==> src/sv/ptt_pkg.sv <==
// ----------------------------------------------------------------------------
// ptt_pkg
// Shared widths, command codes, register indexes and bundles of the
// pan/tilt target tracker.
// ----------------------------------------------------------------------------
`default_nettype none

package ptt_pkg;

    localparam int COORD_BITS    = 10;
    localparam int ANG_BITS      = 24;
    localparam int GAIN_BITS     = 16;
    localparam int MODE_BITS     = 3;
    localparam int CFG_IDX_BITS  = 3;
    localparam int CFG_DATA_BITS = 16;

    localparam logic [7:0] SYNC_BYTE = 8'h55;

    typedef enum logic [2:0] {
        OP_START     = 3'd0,
        OP_STOP      = 3'd1,
        OP_CLEAR     = 3'd2,
        OP_TICK      = 3'd3,
        OP_PACKET    = 3'd4,
        OP_COMPUTE   = 3'd5,
        OP_PAN_PLUS  = 3'd6,
        OP_PAN_MINUS = 3'd7
    } t_opcode;

    localparam logic [CFG_IDX_BITS-1:0] CFG_CTR_COL   = 3'd0;
    localparam logic [CFG_IDX_BITS-1:0] CFG_CTR_ROW   = 3'd1;
    localparam logic [CFG_IDX_BITS-1:0] CFG_GAIN_PAN  = 3'd2;
    localparam logic [CFG_IDX_BITS-1:0] CFG_GAIN_TILT = 3'd3;
    localparam logic [CFG_IDX_BITS-1:0] CFG_MIN_X     = 3'd4;
    localparam logic [CFG_IDX_BITS-1:0] CFG_MAX_X     = 3'd5;
    localparam logic [CFG_IDX_BITS-1:0] CFG_AIM_TOL   = 3'd6;

    localparam logic [COORD_BITS-1:0] CTR_COL_RST  = 10'd160;
    localparam logic [COORD_BITS-1:0] CTR_ROW_RST  = 10'd120;
    localparam logic [GAIN_BITS-1:0]  GAIN_RST     = 16'd410;
    localparam logic [COORD_BITS-1:0] MIN_X_RST    = 10'd0;
    localparam logic [COORD_BITS-1:0] MAX_X_RST    = 10'd319;
    localparam logic [COORD_BITS-1:0] AIM_TOL_RST  = 10'd30;

    localparam logic [MODE_BITS-1:0] MODE_IDLE = 3'd0;

    typedef struct packed {
        logic [COORD_BITS-1:0] ctr_col;
        logic [COORD_BITS-1:0] ctr_row;
        logic [GAIN_BITS-1:0]  gain_pan;
        logic [GAIN_BITS-1:0]  gain_tilt;
        logic [COORD_BITS-1:0] min_x;
        logic [COORD_BITS-1:0] max_x;
        logic [COORD_BITS-1:0] aim_tol;
    } t_cfg;

    typedef struct packed {
        t_opcode               opcode;
        logic [7:0]            header;
        logic [COORD_BITS-1:0] x;
        logic [COORD_BITS-1:0] y;
        logic                  detected;
    } t_cmd;

    typedef struct packed {
        logic [MODE_BITS-1:0]       mode;
        logic [COORD_BITS-1:0]      x;
        logic [COORD_BITS-1:0]      y;
        logic signed [ANG_BITS-1:0] pan;
        logic signed [ANG_BITS-1:0] tilt;
        logic                       detected;
        logic                       aimed;
    } t_snap;

endpackage

`default_nettype wire

==> src/sv/ptt_in_if.sv <==
// ----------------------------------------------------------------------------
// ptt_in_if
// Command channel: opcode plus camera packet fields.
// ----------------------------------------------------------------------------
`default_nettype none

interface ptt_in_if;
    logic                            valid;
    logic                            ready;
    logic [2:0]                      opcode;
    logic [7:0]                      packet_header;
    logic [ptt_pkg::COORD_BITS-1:0]  x_in;
    logic [ptt_pkg::COORD_BITS-1:0]  y_in;
    logic                            detected_in;

    modport source (
        output valid, opcode, packet_header, x_in, y_in, detected_in,
        input  ready
    );
    modport sink (
        input  valid, opcode, packet_header, x_in, y_in, detected_in,
        output ready
    );
endinterface

`default_nettype wire

==> src/sv/ptt_out_if.sv <==
// ----------------------------------------------------------------------------
// ptt_out_if
// Snapshot channel: tracker mode, target and servo angles.
// ----------------------------------------------------------------------------
`default_nettype none

interface ptt_out_if;
    logic                                  valid;
    logic                                  ready;
    logic [ptt_pkg::MODE_BITS-1:0]         mode_out;
    logic [ptt_pkg::COORD_BITS-1:0]        x_out;
    logic [ptt_pkg::COORD_BITS-1:0]        y_out;
    logic signed [ptt_pkg::ANG_BITS-1:0]   pan_out;
    logic signed [ptt_pkg::ANG_BITS-1:0]   tilt_out;
    logic                                  detected_out;
    logic                                  aimed_out;

    modport source (
        output valid, mode_out, x_out, y_out, pan_out, tilt_out, detected_out, aimed_out,
        input  ready
    );
    modport sink (
        input  valid, mode_out, x_out, y_out, pan_out, tilt_out, detected_out, aimed_out,
        output ready
    );
endinterface

`default_nettype wire

==> src/sv/ptt_cfg_regs.sv <==
// ----------------------------------------------------------------------------
// ptt_cfg_regs
// Write-only configuration register file.
// ----------------------------------------------------------------------------
`default_nettype none

module ptt_cfg_regs (
    input  wire logic                               i_clk,
    input  wire logic                               i_rst_n,
    input  wire logic                               i_cfg_we,
    input  wire logic [ptt_pkg::CFG_IDX_BITS-1:0]   i_cfg_idx,
    input  wire logic [ptt_pkg::CFG_DATA_BITS-1:0]  i_cfg_data,
    output ptt_pkg::t_cfg                           o_cfg
);

    ptt_pkg::t_cfg r_cfg;

    always_ff @(posedge i_clk) begin
        if (!i_rst_n) begin
            r_cfg.ctr_col   <= ptt_pkg::CTR_COL_RST;
            r_cfg.ctr_row   <= ptt_pkg::CTR_ROW_RST;
            r_cfg.gain_pan  <= ptt_pkg::GAIN_RST;
            r_cfg.gain_tilt <= ptt_pkg::GAIN_RST;
            r_cfg.min_x     <= ptt_pkg::MIN_X_RST;
            r_cfg.max_x     <= ptt_pkg::MAX_X_RST;
            r_cfg.aim_tol   <= ptt_pkg::AIM_TOL_RST;
        end else if (i_cfg_we) begin
            case (i_cfg_idx)
                ptt_pkg::CFG_CTR_COL:   r_cfg.ctr_col   <= i_cfg_data[ptt_pkg::COORD_BITS-1:0];
                ptt_pkg::CFG_CTR_ROW:   r_cfg.ctr_row   <= i_cfg_data[ptt_pkg::COORD_BITS-1:0];
                ptt_pkg::CFG_GAIN_PAN:  r_cfg.gain_pan  <= i_cfg_data[ptt_pkg::GAIN_BITS-1:0];
                ptt_pkg::CFG_GAIN_TILT: r_cfg.gain_tilt <= i_cfg_data[ptt_pkg::GAIN_BITS-1:0];
                ptt_pkg::CFG_MIN_X:     r_cfg.min_x     <= i_cfg_data[ptt_pkg::COORD_BITS-1:0];
                ptt_pkg::CFG_MAX_X:     r_cfg.max_x     <= i_cfg_data[ptt_pkg::COORD_BITS-1:0];
                ptt_pkg::CFG_AIM_TOL:   r_cfg.aim_tol   <= i_cfg_data[ptt_pkg::COORD_BITS-1:0];
                default: ;
            endcase
        end
    end

    assign o_cfg = r_cfg;

endmodule

`default_nettype wire

==> src/sv/ptt_axis.sv <==
// ----------------------------------------------------------------------------
// ptt_axis
// One servo axis: deadzoned pixel error times Q4.12 gain, rounded and
// added to the Q16.8 angle with saturation.
// ----------------------------------------------------------------------------
`default_nettype none

module ptt_axis #(
    parameter int DEADZONE = 5
) (
    input  wire logic signed [ptt_pkg::ANG_BITS-1:0]   i_angle,
    input  wire logic [ptt_pkg::COORD_BITS-1:0]        i_pos,
    input  wire logic [ptt_pkg::COORD_BITS-1:0]        i_center,
    input  wire logic [ptt_pkg::GAIN_BITS-1:0]         i_gain,
    output logic signed [ptt_pkg::ANG_BITS-1:0]        o_angle
);

    localparam int ERR_W  = ptt_pkg::COORD_BITS + 1;
    localparam int PROD_W = ptt_pkg::COORD_BITS + ptt_pkg::GAIN_BITS;
    localparam int RND_W  = PROD_W - 3;
    localparam int SUM_W  = ptt_pkg::ANG_BITS + 2;

    localparam logic signed [SUM_W-1:0] ANG_MAX = SUM_W'((1 << (ptt_pkg::ANG_BITS - 1)) - 1);
    localparam logic signed [SUM_W-1:0] ANG_MIN = -SUM_W'(1 << (ptt_pkg::ANG_BITS - 1));

    logic signed [ERR_W-1:0]   err;
    logic [ptt_pkg::COORD_BITS-1:0] err_mag;
    logic                      in_dz;
    logic [PROD_W-1:0]         prod_mag;
    logic [PROD_W:0]           prod_rnd;
    logic [RND_W-1:0]          inc_mag;
    logic signed [SUM_W-1:0]   inc;
    logic signed [SUM_W-1:0]   sum;

    always_comb begin
        err      = $signed({1'b0, i_pos}) - $signed({1'b0, i_center});
        err_mag  = err[ERR_W-1] ? ptt_pkg::COORD_BITS'(-err) : err[ptt_pkg::COORD_BITS-1:0];
        in_dz    = {1'b0, err_mag} < ERR_W'(DEADZONE);
        prod_mag = in_dz ? '0 : PROD_W'(err_mag) * PROD_W'(i_gain);
        // round half away from zero on the magnitude, then divide by 16
        prod_rnd = {1'b0, prod_mag} + (PROD_W + 1)'(8);
        inc_mag  = prod_rnd[PROD_W:4];
        inc      = err[ERR_W-1] ? -$signed(SUM_W'(inc_mag)) : $signed(SUM_W'(inc_mag));
        sum      = SUM_W'(i_angle) + inc;
        if (sum > ANG_MAX) begin
            o_angle = ANG_MAX[ptt_pkg::ANG_BITS-1:0];
        end else if (sum < ANG_MIN) begin
            o_angle = ANG_MIN[ptt_pkg::ANG_BITS-1:0];
        end else begin
            o_angle = sum[ptt_pkg::ANG_BITS-1:0];
        end
    end

endmodule

`default_nettype wire

==> src/sv/ptt_core.sv <==
// ----------------------------------------------------------------------------
// ptt_core
// Tracker state: mode machine, target position, servo angles and flags.
// Applies one command per step and flags when a snapshot is due.
// ----------------------------------------------------------------------------
`default_nettype none

module ptt_core #(
    parameter int DEADZONE  = 5,
    parameter int PAN_STEP  = 10,
    parameter int PAN_HOME  = 23040,
    parameter int TILT_HOME = 23040
) (
    input  wire logic          i_clk,
    input  wire logic          i_rst_n,
    input  wire logic          i_step,
    input  wire ptt_pkg::t_cmd i_cmd,
    input  wire ptt_pkg::t_cfg i_cfg,
    output logic               o_emit,
    output ptt_pkg::t_snap     o_snap
);

    localparam int CW  = ptt_pkg::COORD_BITS;
    localparam int AW  = ptt_pkg::ANG_BITS;
    localparam logic [CW:0] STEP = (CW + 1)'(PAN_STEP);

    typedef enum logic [ptt_pkg::MODE_BITS-1:0] {
        M_IDLE   = 3'd0,
        M_SEARCH = 3'd1,
        M_FOLLOW = 3'd2,
        M_LOST   = 3'd3,
        M_AIMED  = 3'd4
    } t_mode;

    t_mode                r_mode, n_mode;
    logic [CW-1:0]        r_tx, n_tx;
    logic [CW-1:0]        r_ty, n_ty;
    logic signed [AW-1:0] r_pan, n_pan;
    logic signed [AW-1:0] r_tilt, n_tilt;
    logic                 r_seen, n_seen;
    logic                 r_aim, n_aim;

    logic signed [AW-1:0] pan_next, tilt_next;
    logic signed [CW:0]   dx, dy;
    logic [CW-1:0]        adx, ady;
    logic                 aim;
    logic [CW:0]          x_plus, x_floor;

    ptt_axis #(.DEADZONE(DEADZONE)) u_pan (
        .i_angle  (r_pan),
        .i_pos    (r_tx),
        .i_center (i_cfg.ctr_col),
        .i_gain   (i_cfg.gain_pan),
        .o_angle  (pan_next)
    );

    ptt_axis #(.DEADZONE(DEADZONE)) u_tilt (
        .i_angle  (r_tilt),
        .i_pos    (r_ty),
        .i_center (i_cfg.ctr_row),
        .i_gain   (i_cfg.gain_tilt),
        .o_angle  (tilt_next)
    );

    always_comb begin
        dx      = $signed({1'b0, i_cmd.x}) - $signed({1'b0, i_cfg.ctr_col});
        dy      = $signed({1'b0, i_cmd.y}) - $signed({1'b0, i_cfg.ctr_row});
        adx     = dx[CW] ? CW'(-dx) : dx[CW-1:0];
        ady     = dy[CW] ? CW'(-dy) : dy[CW-1:0];
        aim     = i_cmd.detected && (adx < i_cfg.aim_tol) && (ady < i_cfg.aim_tol);
        x_plus  = {1'b0, r_tx} + STEP;
        x_floor = {1'b0, i_cfg.min_x} + STEP;

        n_mode = r_mode;
        n_tx   = r_tx;
        n_ty   = r_ty;
        n_pan  = r_pan;
        n_tilt = r_tilt;
        n_seen = r_seen;
        n_aim  = r_aim;

        case (i_cmd.opcode)
            ptt_pkg::OP_START: begin
                if (r_mode == M_IDLE) n_mode = M_SEARCH;
            end
            ptt_pkg::OP_STOP: begin
                if (r_mode == M_SEARCH) n_mode = M_IDLE;
            end
            ptt_pkg::OP_CLEAR: begin
                if (r_mode == M_AIMED) n_mode = M_SEARCH;
            end
            ptt_pkg::OP_PACKET: begin
                if (i_cmd.header == ptt_pkg::SYNC_BYTE) begin
                    n_tx   = i_cmd.x;
                    n_ty   = i_cmd.y;
                    n_seen = i_cmd.detected;
                    n_aim  = aim;
                    // target event is applied in the same step
                    if (i_cmd.detected) begin
                        if (aim) begin
                            if (r_mode == M_FOLLOW) n_mode = M_AIMED;
                        end else if (r_mode == M_SEARCH || r_mode == M_LOST) begin
                            n_mode = M_FOLLOW;
                        end
                    end else if (r_mode == M_FOLLOW) begin
                        n_mode = M_LOST;
                    end
                end
            end
            ptt_pkg::OP_COMPUTE: begin
                if (r_mode != M_IDLE) begin
                    n_pan  = pan_next;
                    n_tilt = tilt_next;
                end
            end
            ptt_pkg::OP_PAN_PLUS: begin
                if (x_plus <= {1'b0, i_cfg.max_x}) n_tx = x_plus[CW-1:0];
            end
            ptt_pkg::OP_PAN_MINUS: begin
                if ({1'b0, r_tx} >= x_floor) n_tx = r_tx - STEP[CW-1:0];
            end
            default: ;
        endcase

        o_emit = i_step && ((n_mode != r_mode) ||
                 (i_cmd.opcode == ptt_pkg::OP_TICK && n_mode != M_IDLE));
        o_snap.mode     = n_mode;
        o_snap.x        = n_tx;
        o_snap.y        = n_ty;
        o_snap.pan      = n_pan;
        o_snap.tilt     = n_tilt;
        o_snap.detected = n_seen;
        o_snap.aimed    = n_aim;
    end

    always_ff @(posedge i_clk) begin
        if (!i_rst_n) begin
            r_mode <= M_IDLE;
            r_tx   <= ptt_pkg::CTR_COL_RST;
            r_ty   <= ptt_pkg::CTR_ROW_RST;
            r_pan  <= AW'(PAN_HOME);
            r_tilt <= AW'(TILT_HOME);
            r_seen <= 1'b0;
            r_aim  <= 1'b0;
        end else if (i_step) begin
            r_mode <= n_mode;
            r_tx   <= n_tx;
            r_ty   <= n_ty;
            r_pan  <= n_pan;
            r_tilt <= n_tilt;
            r_seen <= n_seen;
            r_aim  <= n_aim;
        end
    end

endmodule

`default_nettype wire

==> src/sv/pan_tilt_target_tracker_unit.sv <==
// ----------------------------------------------------------------------------
// pan_tilt_target_tracker_unit
// Pan/tilt target tracker: mode machine, camera packet handling and servo
// angle update, one command per cycle while the output is not stalled.
// ----------------------------------------------------------------------------
// Usage:
//   i_cmd carries one command per request: start, stop, clear, tick,
//   camera packet, compute, pan plus or pan minus. o_res carries a state
//   snapshot whenever the mode changes and on every tick while not idle;
//   other commands give no snapshot.
//   Registers are written through i_cfg_we / i_cfg_idx / i_cfg_data while
//   no command is in flight.
//   A command is held in the input register and is applied to the tracker
//   state once the output register can take its snapshot; on that edge any
//   snapshot is loaded into the output register, raising o_res.valid.
//   Throughput is one command per cycle while the receiver does not stall;
//   the single-step update (one 16x10 multiply, round and saturate per axis)
//   fits between the input and output registers.
//   If the receiver stalls with a snapshot pending, the command in the
//   input register waits and i_cmd.ready drops once it is full.
//   Reset restores the registers to their defaults, the mode to idle, the
//   target to the centre and the angles to their home values.
// ----------------------------------------------------------------------------
`default_nettype none

module pan_tilt_target_tracker_unit #(
    parameter int DEADZONE  = 5,
    parameter int PAN_STEP  = 10,
    parameter int PAN_HOME  = 23040,
    parameter int TILT_HOME = 23040
) (
    input  wire logic                               i_clk,
    input  wire logic                               i_rst_n,
    ptt_in_if.sink                                  i_cmd,
    ptt_out_if.source                               o_res,
    input  wire logic                               i_cfg_we,
    input  wire logic [ptt_pkg::CFG_IDX_BITS-1:0]   i_cfg_idx,
    input  wire logic [ptt_pkg::CFG_DATA_BITS-1:0]  i_cfg_data
);

    ptt_pkg::t_cfg  cfg;
    ptt_pkg::t_cmd  r_cmd;
    logic           r_cmd_valid;
    ptt_pkg::t_snap r_out, snap;
    logic           r_out_valid;
    logic           emit;
    logic           advance;

    ptt_cfg_regs u_cfg (
        .i_clk      (i_clk),
        .i_rst_n    (i_rst_n),
        .i_cfg_we   (i_cfg_we),
        .i_cfg_idx  (i_cfg_idx),
        .i_cfg_data (i_cfg_data),
        .o_cfg      (cfg)
    );

    // the held request is applied only when the result slot can take it
    assign advance     = r_cmd_valid && (!r_out_valid || o_res.ready);
    assign i_cmd.ready = !r_cmd_valid || advance;

    ptt_core #(
        .DEADZONE  (DEADZONE),
        .PAN_STEP  (PAN_STEP),
        .PAN_HOME  (PAN_HOME),
        .TILT_HOME (TILT_HOME)
    ) u_core (
        .i_clk   (i_clk),
        .i_rst_n (i_rst_n),
        .i_step  (advance),
        .i_cmd   (r_cmd),
        .i_cfg   (cfg),
        .o_emit  (emit),
        .o_snap  (snap)
    );

    always_ff @(posedge i_clk) begin
        if (!i_rst_n) begin
            r_cmd_valid <= 1'b0;
        end else if (i_cmd.ready) begin
            r_cmd_valid <= i_cmd.valid;
        end
    end

    always_ff @(posedge i_clk) begin
        if (i_cmd.valid && i_cmd.ready) begin
            r_cmd.opcode   <= ptt_pkg::t_opcode'(i_cmd.opcode);
            r_cmd.header   <= i_cmd.packet_header;
            r_cmd.x        <= i_cmd.x_in;
            r_cmd.y        <= i_cmd.y_in;
            r_cmd.detected <= i_cmd.detected_in;
        end
    end

    always_ff @(posedge i_clk) begin
        if (!i_rst_n) begin
            r_out_valid <= 1'b0;
        end else if (advance) begin
            r_out_valid <= emit;
        end else if (o_res.ready) begin
            r_out_valid <= 1'b0;
        end
    end

    always_ff @(posedge i_clk) begin
        if (emit) begin
            r_out <= snap;
        end
    end

    assign o_res.valid        = r_out_valid;
    assign o_res.mode_out     = r_out.mode;
    assign o_res.x_out        = r_out.x;
    assign o_res.y_out        = r_out.y;
    assign o_res.pan_out      = r_out.pan;
    assign o_res.tilt_out     = r_out.tilt;
    assign o_res.detected_out = r_out.detected;
    assign o_res.aimed_out    = r_out.aimed;

    a_accept_held: assert property (@(posedge i_clk) disable iff (!i_rst_n)
        (i_cmd.valid && i_cmd.ready) |=> r_cmd_valid)
        else $error("accepted request not held in input register");

    a_stall_holds: assert property (@(posedge i_clk) disable iff (!i_rst_n)
        (r_cmd_valid && !advance) |=> (r_cmd_valid && $stable(r_cmd)))
        else $error("stalled request lost or changed");

    a_result_source: assert property (@(posedge i_clk) disable iff (!i_rst_n)
        $rose(r_out_valid) |-> $past(advance))
        else $error("snapshot appeared without an applied request");

    a_idle_from_stop: assert property (@(posedge i_clk) disable iff (!i_rst_n)
        (advance && emit && snap.mode == ptt_pkg::MODE_IDLE)
            |-> (r_cmd.opcode == ptt_pkg::OP_STOP))
        else $error("snapshot in idle not caused by stop");

endmodule

`default_nettype wire

==> src/flat_wrapper.sv <==
// flat-port wrapper written by rule: the top's interface ports become plain ports
module pan_tilt_target_tracker_unit_flat 
#(
    parameter int DEADZONE  = 5,
    parameter int PAN_STEP  = 10,
    parameter int PAN_HOME  = 23040,
    parameter int TILT_HOME = 23040
)
  (i_clk, i_rst_n, i_cfg_we, i_cfg_idx, i_cfg_data, i_cmd_valid, i_cmd_opcode, i_cmd_packet_header, i_cmd_x_in, i_cmd_y_in, i_cmd_detected_in, i_cmd_ready, o_res_valid, o_res_mode_out, o_res_x_out, o_res_y_out, o_res_pan_out, o_res_tilt_out, o_res_detected_out, o_res_aimed_out, o_res_ready);
  ptt_in_if i_cmd_i ();
  ptt_out_if o_res_i ();
  input  wire logic i_clk;
  input  wire logic i_rst_n;
  input  wire logic i_cfg_we;
  input  wire logic [ptt_pkg::CFG_IDX_BITS-1:0] i_cfg_idx;
  input  wire logic [ptt_pkg::CFG_DATA_BITS-1:0] i_cfg_data;
  input wire logic [$bits(i_cmd_i.valid)-1:0] i_cmd_valid;
  input wire logic [$bits(i_cmd_i.opcode)-1:0] i_cmd_opcode;
  input wire logic [$bits(i_cmd_i.packet_header)-1:0] i_cmd_packet_header;
  input wire logic [$bits(i_cmd_i.x_in)-1:0] i_cmd_x_in;
  input wire logic [$bits(i_cmd_i.y_in)-1:0] i_cmd_y_in;
  input wire logic [$bits(i_cmd_i.detected_in)-1:0] i_cmd_detected_in;
  output wire logic [$bits(i_cmd_i.ready)-1:0] i_cmd_ready;
  output wire logic [$bits(o_res_i.valid)-1:0] o_res_valid;
  output wire logic [$bits(o_res_i.mode_out)-1:0] o_res_mode_out;
  output wire logic [$bits(o_res_i.x_out)-1:0] o_res_x_out;
  output wire logic [$bits(o_res_i.y_out)-1:0] o_res_y_out;
  output wire logic [$bits(o_res_i.pan_out)-1:0] o_res_pan_out;
  output wire logic [$bits(o_res_i.tilt_out)-1:0] o_res_tilt_out;
  output wire logic [$bits(o_res_i.detected_out)-1:0] o_res_detected_out;
  output wire logic [$bits(o_res_i.aimed_out)-1:0] o_res_aimed_out;
  input wire logic [$bits(o_res_i.ready)-1:0] o_res_ready;
  assign i_cmd_i.valid = i_cmd_valid;
  assign i_cmd_i.opcode = i_cmd_opcode;
  assign i_cmd_i.packet_header = i_cmd_packet_header;
  assign i_cmd_i.x_in = i_cmd_x_in;
  assign i_cmd_i.y_in = i_cmd_y_in;
  assign i_cmd_i.detected_in = i_cmd_detected_in;
  assign i_cmd_ready = i_cmd_i.ready;
  assign o_res_valid = o_res_i.valid;
  assign o_res_mode_out = o_res_i.mode_out;
  assign o_res_x_out = o_res_i.x_out;
  assign o_res_y_out = o_res_i.y_out;
  assign o_res_pan_out = o_res_i.pan_out;
  assign o_res_tilt_out = o_res_i.tilt_out;
  assign o_res_detected_out = o_res_i.detected_out;
  assign o_res_aimed_out = o_res_i.aimed_out;
  assign o_res_i.ready = o_res_ready;
  pan_tilt_target_tracker_unit #(.DEADZONE(DEADZONE), .PAN_STEP(PAN_STEP), .PAN_HOME(PAN_HOME), .TILT_HOME(TILT_HOME)) u_core (.i_clk(i_clk), .i_rst_n(i_rst_n), .i_cmd(i_cmd_i), .o_res(o_res_i), .i_cfg_we(i_cfg_we), .i_cfg_idx(i_cfg_idx), .i_cfg_data(i_cfg_data));
endmodule
==> config.mk <==
export PLATFORM = sky130hd
export DESIGN_NAME = pan_tilt_target_tracker_unit_flat
export DESIGN_NICKNAME = d
export VERILOG_FILES = /design/src/sv/ptt_pkg.sv /design/src/sv/ptt_in_if.sv /design/src/sv/ptt_out_if.sv /design/src/sv/ptt_cfg_regs.sv /design/src/sv/ptt_axis.sv /design/src/sv/ptt_core.sv /design/src/sv/pan_tilt_target_tracker_unit.sv /design/src/flat_wrapper.sv
export SDC_FILE = /design/constraint.sdc
export NUM_CORES = 2
export LEC_CHECK = 0
export ABC_AREA = 1
export BUFFER_PORTS_ARGS = -buffer_cell sky130_fd_sc_hd__buf_2
export CORE_UTILIZATION = 50
export DETAILED_ROUTE_END_ITERATION = 12
export GPL_TIMING_DRIVEN = 0
export PLACE_DENSITY = 0.69
export SLEW_MARGIN = 30
export SYNTH_ARGS = -nofsm -noshare
export SYNTH_HDL_FRONTEND = slang
export SYNTH_SLANG_ARGS = --single-unit
==> constraint.sdc <==
create_clock -name i_clk -period 9.3 [get_ports i_clk]
set_input_delay 0.93 -clock i_clk [delete_from_list [all_inputs] [get_ports i_clk]]
set_output_delay 0.93 -clock i_clk [all_outputs]
set_load 0.02 [all_outputs]
Word-level counts from Yosys, hierarchy flattened

Cells that the tools add are included.

Register bits: 262
Output and inout bits: 75
Word-level logic and storage cells: 139

Add/subtract/negate cells: 17
Multipliers: 2
$lt $le $gt $ge: 10
Equal/unequal tests: 19
Multiplexer cells: 38
Reduce and logical (&&, ||, !) cells: 25

Operators with widths:

| cell                    | number |
|---|---|
| $mux W24                | 8 |
| $mux W26                | 4 |
| $mux W10                | 9 |
| $add A26 B4 Y27 const B | 2 |
| $add A24 B26 Y26        | 2 |
| $gt A26 B24 Y1 const B  | 2 |
| $lt A26 B24 Y1 const B  | 2 |
| $mul A10 B16 Y26        | 2 |
| $neg A23 Y26            | 2 |
| $sub A10 B10 Y11        | 4 |
| $neg A10 Y10            | 4 |
| $pmux W10 S3            | 1 |
| $mux W3                 | 9 |
| $eq A3 B3 Y1 const B    | 8 |
| $add A10 B4 Y11 const B | 2 |
| $lt A10 B10 Y1          | 2 |
| $lt A10 B3 Y1 const B   | 2 |
| $eq A3 B2 Y1 const B    | 6 |
| $reduce_and A2 Y1       | 7 |
| $pmux W3 S4             | 1 |
| $ge A10 B11 Y1          | 1 |
| $le A11 B10 Y1          | 1 |
| $sub A10 B4 Y10 const B | 1 |
| $eq A3 B1 Y1 const B    | 3 |
| 9 further kinds         | 26 |

Depth between registers and ports, before layout

Depth in word-level cells: 15
Gate-level depth with buffers: 69
Depth with buffers taken out: 68

Cells and area by module

Synthesis repeated with hierarchy kept, for this count alone.

Cell total of the unflattened synthesis: 4613
Area total of the unflattened synthesis: 32307.2 um^2

Modules (own cells, without submodules):

| module                          | times used | cells an instance | area an instance (um^2) | sequential area each (um^2) |
|---|---|---|---|---|
| ptt_axis (u_core.u_core.u_tilt) | 1          | 1468              | 9454.1                  | 0.0 |
| ptt_axis (u_core.u_core.u_pan)  | 1          | 1454              | 9344.0                  | 0.0 |
| ptt_core                        | 1          | 1124              | 7073.0                  | 1461.4 |
| pan_tilt_target_tracker_unit    | 1          | 118               | 3250.6                  | 3193.1 |
| ptt_cfg_regs                    | 1          | 449               | 3185.6                  | 1641.6 |

Worst setup path after synthesis

No wires, ideal clock.

Kind: register -> register
From: reg u_core.u_core.r_ty[0]
To: reg u_core.r_out, in the netlist u_core.o_res.tilt_out[11], data pin
Arrival time: 9677 ps
Data required time: 9045 ps
Setup slack: -632 ps
Stages on the path, launching flop included: 59
Buffers on the path: 2
Clock period less this slack: 9932 ps
Cell sequence: dfxtp_1 -> inv_1 -> ha_1 -> fa_1 -> ha_1 -> nand2_1 -> inv_1 -> nand3_1 -> nor2_1 -> nand2_1 -> nand3_1 -> nand2_1 -> inv_1 -> clkbuf_1 -> nor2_1 -> fa_1 -> inv_1 -> fa_1 -> (+23 left out) -> ha_1 -> nand2_1 -> o21ai_0 -> a21oi_1 -> o21ai_0 -> nand3_1 -> nand2_1 -> nand3_1 -> nand2_1 -> nand2_1 -> nand2_1 -> a21boi_0 -> xnor2_1 -> or2_2 -> nand2_2 -> buf_6 -> nand3_1 -> and2_1

RTL lines:

| what                     | RTL line                            | text |
|---|---|---|
| start: declaration       | ptt_core.sv:37                      | `logic [CW-1:0] r_ty, n_ty;` |
| start signal: assignment | ptt_core.sv:140                     | `r_ty <= ptt_pkg::CTR_ROW_RST;` |
| start signal: assignment | ptt_core.sv:148                     | `r_ty <= n_ty;` |
| end signal: assignment   | pan_tilt_target_tracker_unit.sv:107 | `r_out <= snap;` |
| end: declaration         | pan_tilt_target_tracker_unit.sv:44  | `ptt_pkg::t_snap r_out, snap;` |

==> summary.txt <==
Worst setup path
  – Slowest stage delay, CP: 620 ps
  – Crit end category: flop
  – RR Startpoint: u_core.u_core.r_tx[0]
  – R2R depth: 59
  – CP required: 9620 ps
  – Crit path max-delay cell type: fa_2
  – FF-to-FF End: u_core.o_res.pan_out[0]
  – Startpoint types: flop
  – WP data arrival: between 10,000 and 15,000 ps
  – Class of the most critical setup path: flop to flop
  – Register-to-register path setup slack: -550 ps
  – Crit path max fanout: 8

Detailed routing
  – Initial DRT Pass Iterations: 7
  – Vias after detailed routing: about 29,000
  – Drt via density: about 5.5
  – DRC: 0
  – First DRT Iteration DRCs: 2,278
  – Antenna Violating Nets Remaining: 0
  – Total Wirelength: just under 100,000 um
  – Drt wl/cell: 17.91 um

Timing
  – Slew Limit Fails: 0
  – Final setup vio count: 96
  – Period utilization: 1.059
  – Achievable frequency: between 0.1 and 0.15 GHz
  – Fin crit period: 9849 ps
  – Worst-Margin Slew: 1066 ps
  – Rel. slew slack: 0.2892
  – Unrepaired setup endpoints after global routing: yes
  – Fin. Hold Viols: 0
  – Setup Skew: 45.38 ps
  – Final WS setup: -548.7 ps
  – Final hold slack: 481.9 ps
  – Setup TNS: -41,470 ps

Cells and area
  – Net count, final: 5,128
  – Final core utilization: 0.6380
  – Filler cell count: 5,161
  – Area Overhead vs Synth: 26.22%
  – Register area: approximately 6300 sq um
  – Antenna diodes: 0
  – Layout cells sized above 1: 0.2806
  – Area of the multi-input gates: 23,960 sq um

Die
  – Die Y: 249.0 um
  – Initial Util: 0.5054
  – Number of I/O pins: 131
  – Row cnt: 90
  – Die ar.: 62,010 sq um
  – Die Width: roughly 250 um
  – Core Box Area: between 60,000 and 70,000 sq um

Logic synthesis
  – #FFs+latches synth: 262
  – Syn Inst Count: between 4,000 and 5,000
  – Top cells by count, synth: nand2_1 (875), inv_1 (748), nor2_1 (382)
  – Count leader, synth: nand2_1
  – Yosys warnings: 0
  – Most used DFF post-synth: dfxtp_1
  – Async SR Flop Fraction: 0
  – Syn_nets: between 4,000 and 5,000
  – Area leader, netlist: fa_1
  – Register area share after synthesis: 0.2064
  – EDFF count, synth: 105
  – Synthesized area: 30,510 sq um
  – Avg Cell Area, Syn: 7.258 sq um
  – Synth top area share: 0.1483
  – Largest cells by area after synthesis: fa_1 (15%), nand2_1 (11%), ha_1 (11%)
  – Count of cell types in the netlist: just under 60

Global route
  – Grt ovf: 0
  – Initial antenna violation count: 1
  – First-pass GRT wire length: about 150,000 um
  – Global-route usage over all layers: 0.3021
  – Largest net degree at the start of global routing: 50
  – Vias in the first global route: 28,720

Clock network
  – Number of buffers created by CTS: 31
  – H-tree depth: 1
  – CTS root buffer: clkbuf_16
  – Clk_lat worst skew: 620 ps
  – TritonCTS clock tree: built
  – # clock sinks: 262
  – Cts hold-fix bufs: 0
  – Clock Tree Buf Depth: 3
  – CTS clk-pin slew, worst paths: 60 ps

Placement
  – HPWL Detailed: 71,610 um
  – Dpl ws: -1875 ps
  – Port Buffers: 130
  – RePlAce Congestion: ~0.96

Min path
  – Worst hold path class: flop to flop
  – Min-Delay Endpoint: u_core.u_cfg.o_cfg[16]
  – Worst Hold Path Cells: 2
  – Hold Crit Start: u_core.u_cfg.o_cfg[16]

Job
  – MaxCap Viol Count: 0

Status
  – Failing checks: setup timing
  – Status: complete, but fails checks
through the flow:
step	cell area, sq um	cells
after floorplan	30770	4203
after global placement	32400	5115
after detailed placement	32450	5117
after CTS	36850	5334
after global routing	38510	5394
final	38510	5394
how the worst max path moves through the flow:
stage | from | endpoint | slack (ps) | cells after the start
after detailed placement | u_core.u_core.r_tx[1] | u_core.o_res.pan_out[3] | -1870 | 53
after global routing | u_core.u_cfg.o_cfg[80] | u_core.o_res.pan_out[22] | -1110 | 56
after CTS | u_core.u_core.r_tx[0] | u_core.o_res.pan_out[6] | -420 | 58
final | u_core.u_core.r_tx[0] | u_core.o_res.pan_out[0] | -550 | 59
after global placement | u_core.u_core.r_tx[1] | u_core.o_res.pan_out[3] | -1890 | 52
after floorplan | u_core.u_core.r_tx[1] | u_core.o_res.pan_out[3] | 3 | 57
cells in the final DEF, fill, tap and decap left out, types with 14 or more instances in the layout:
cell type,count
xor2_1,120
xnor2_1,37
dfxtp_1,146
o211ai_1,39
inv_2,99
o21ai_1,20
o21bai_1,16
nand3_1,130
buf_4,204
clkbuf_16,35
or2_2,49
nand4_1,54
nand2_1,709
ha_4,60
o21ai_0,179
a21oi_1,207
nand3_4,24
nor3_1,21
edfxtp_1,105
nand2_4,61
buf_2,137
nor2_1,305
nand3_2,71
nand2_2,165
a21oi_4,15
o21ai_2,23
nor2_2,68
fa_1,217
a21o_1,14
buf_6,22
ha_1,195
nand3b_1,23
clkbuf_1,59
inv_1,662
a21oi_2,65
nor2_4,48
per-layer routing:
| layer | part of all wire | up-vias | track usage |
|---|---|---|---|
| li1 | - | 14140 | - |
| met1 | 0.42 | 14120 | 0.3954 |
| met2 | 0.47 | 1013 | 0.5136 |
| met3 | 0.064 | 228 | 0.03459 |
| met4 | 0.041 | 0 | 0.1102 |
| met5 | 0 | - | 0 |
timing repair:
item / 4_1_cts / 5_1_grt
buffers inserted: 154 / 61
gates cloned: 7 / 1
resized for setup: 520 / 334
pin swaps: 261 / 254
hold endpoints to repair: 0 / 0
setup endpoints to repair: 96 / 96
registers in the layout, indices dropped and copies added (netlist names):
register and count:
u_core.o_res.pan_out 24, u_core.u_cfg.o_cfg 82, u_core.r_cmd 32, u_core.r_cmd_valid 1, u_core.u_core.r_tx 10, u_core.u_core.r_seen 1, u_core.o_res.aimed_out 1, u_core.o_res.detected_out 1
u_core.o_res.tilt_out 24, u_core.u_core.r_ty 10, u_core.o_res.y_out 10, u_core.u_core.r_mode 3, u_core.o_res.mode_out 3, u_core.u_core.r_pan 24, u_core.u_core.r_tilt 24, u_core.o_res.valid 1
u_core.o_res.x_out 10, u_core.u_core.r_aim 1
cells by family after synthesis:
family / after synthesis / share of synthesized area
buffers and inverters: 883 / 0.1133
XOR/XNOR: 174 / 0.05168
AO/OA/AOI/OAI: 640 / 0.1178
adder cells (fa/ha/maj): 485 / 0.2545
flip-flops: 262 / 0.2064
AND/OR/NAND/NOR: 1759 / 0.2563
area by class of cell:
| class | count | share of cell area |
|---|---|---|
| Multi-Input combinational cell | 3058 | 0.6222 |
| Sequential cell | 262 | 0.1642 |
| Inverter | 781 | 0.07825 |
| Timing Repair Buffer | 353 | 0.06362 |
| Tap cell | 782 | 0.02541 |
| Clock buffer | 38 | 0.02161 |
| Buffer | 100 | 0.01833 |
| Clock inverter | 20 | 0.006434 |
worst max-delay path, delay by kind of cell (launching register included):
kind	cells	cell delay [ps]
compound gates	3	440
fa+ha+maj	9	4030
flops	1	350
xor+xnor	2	250
buf+inv	18	1800
simple gates	27	2680
Power is left out: the tool's default activity adds up to more than one toggle a clock period on the data nets, which glitch-free logic cannot reach.
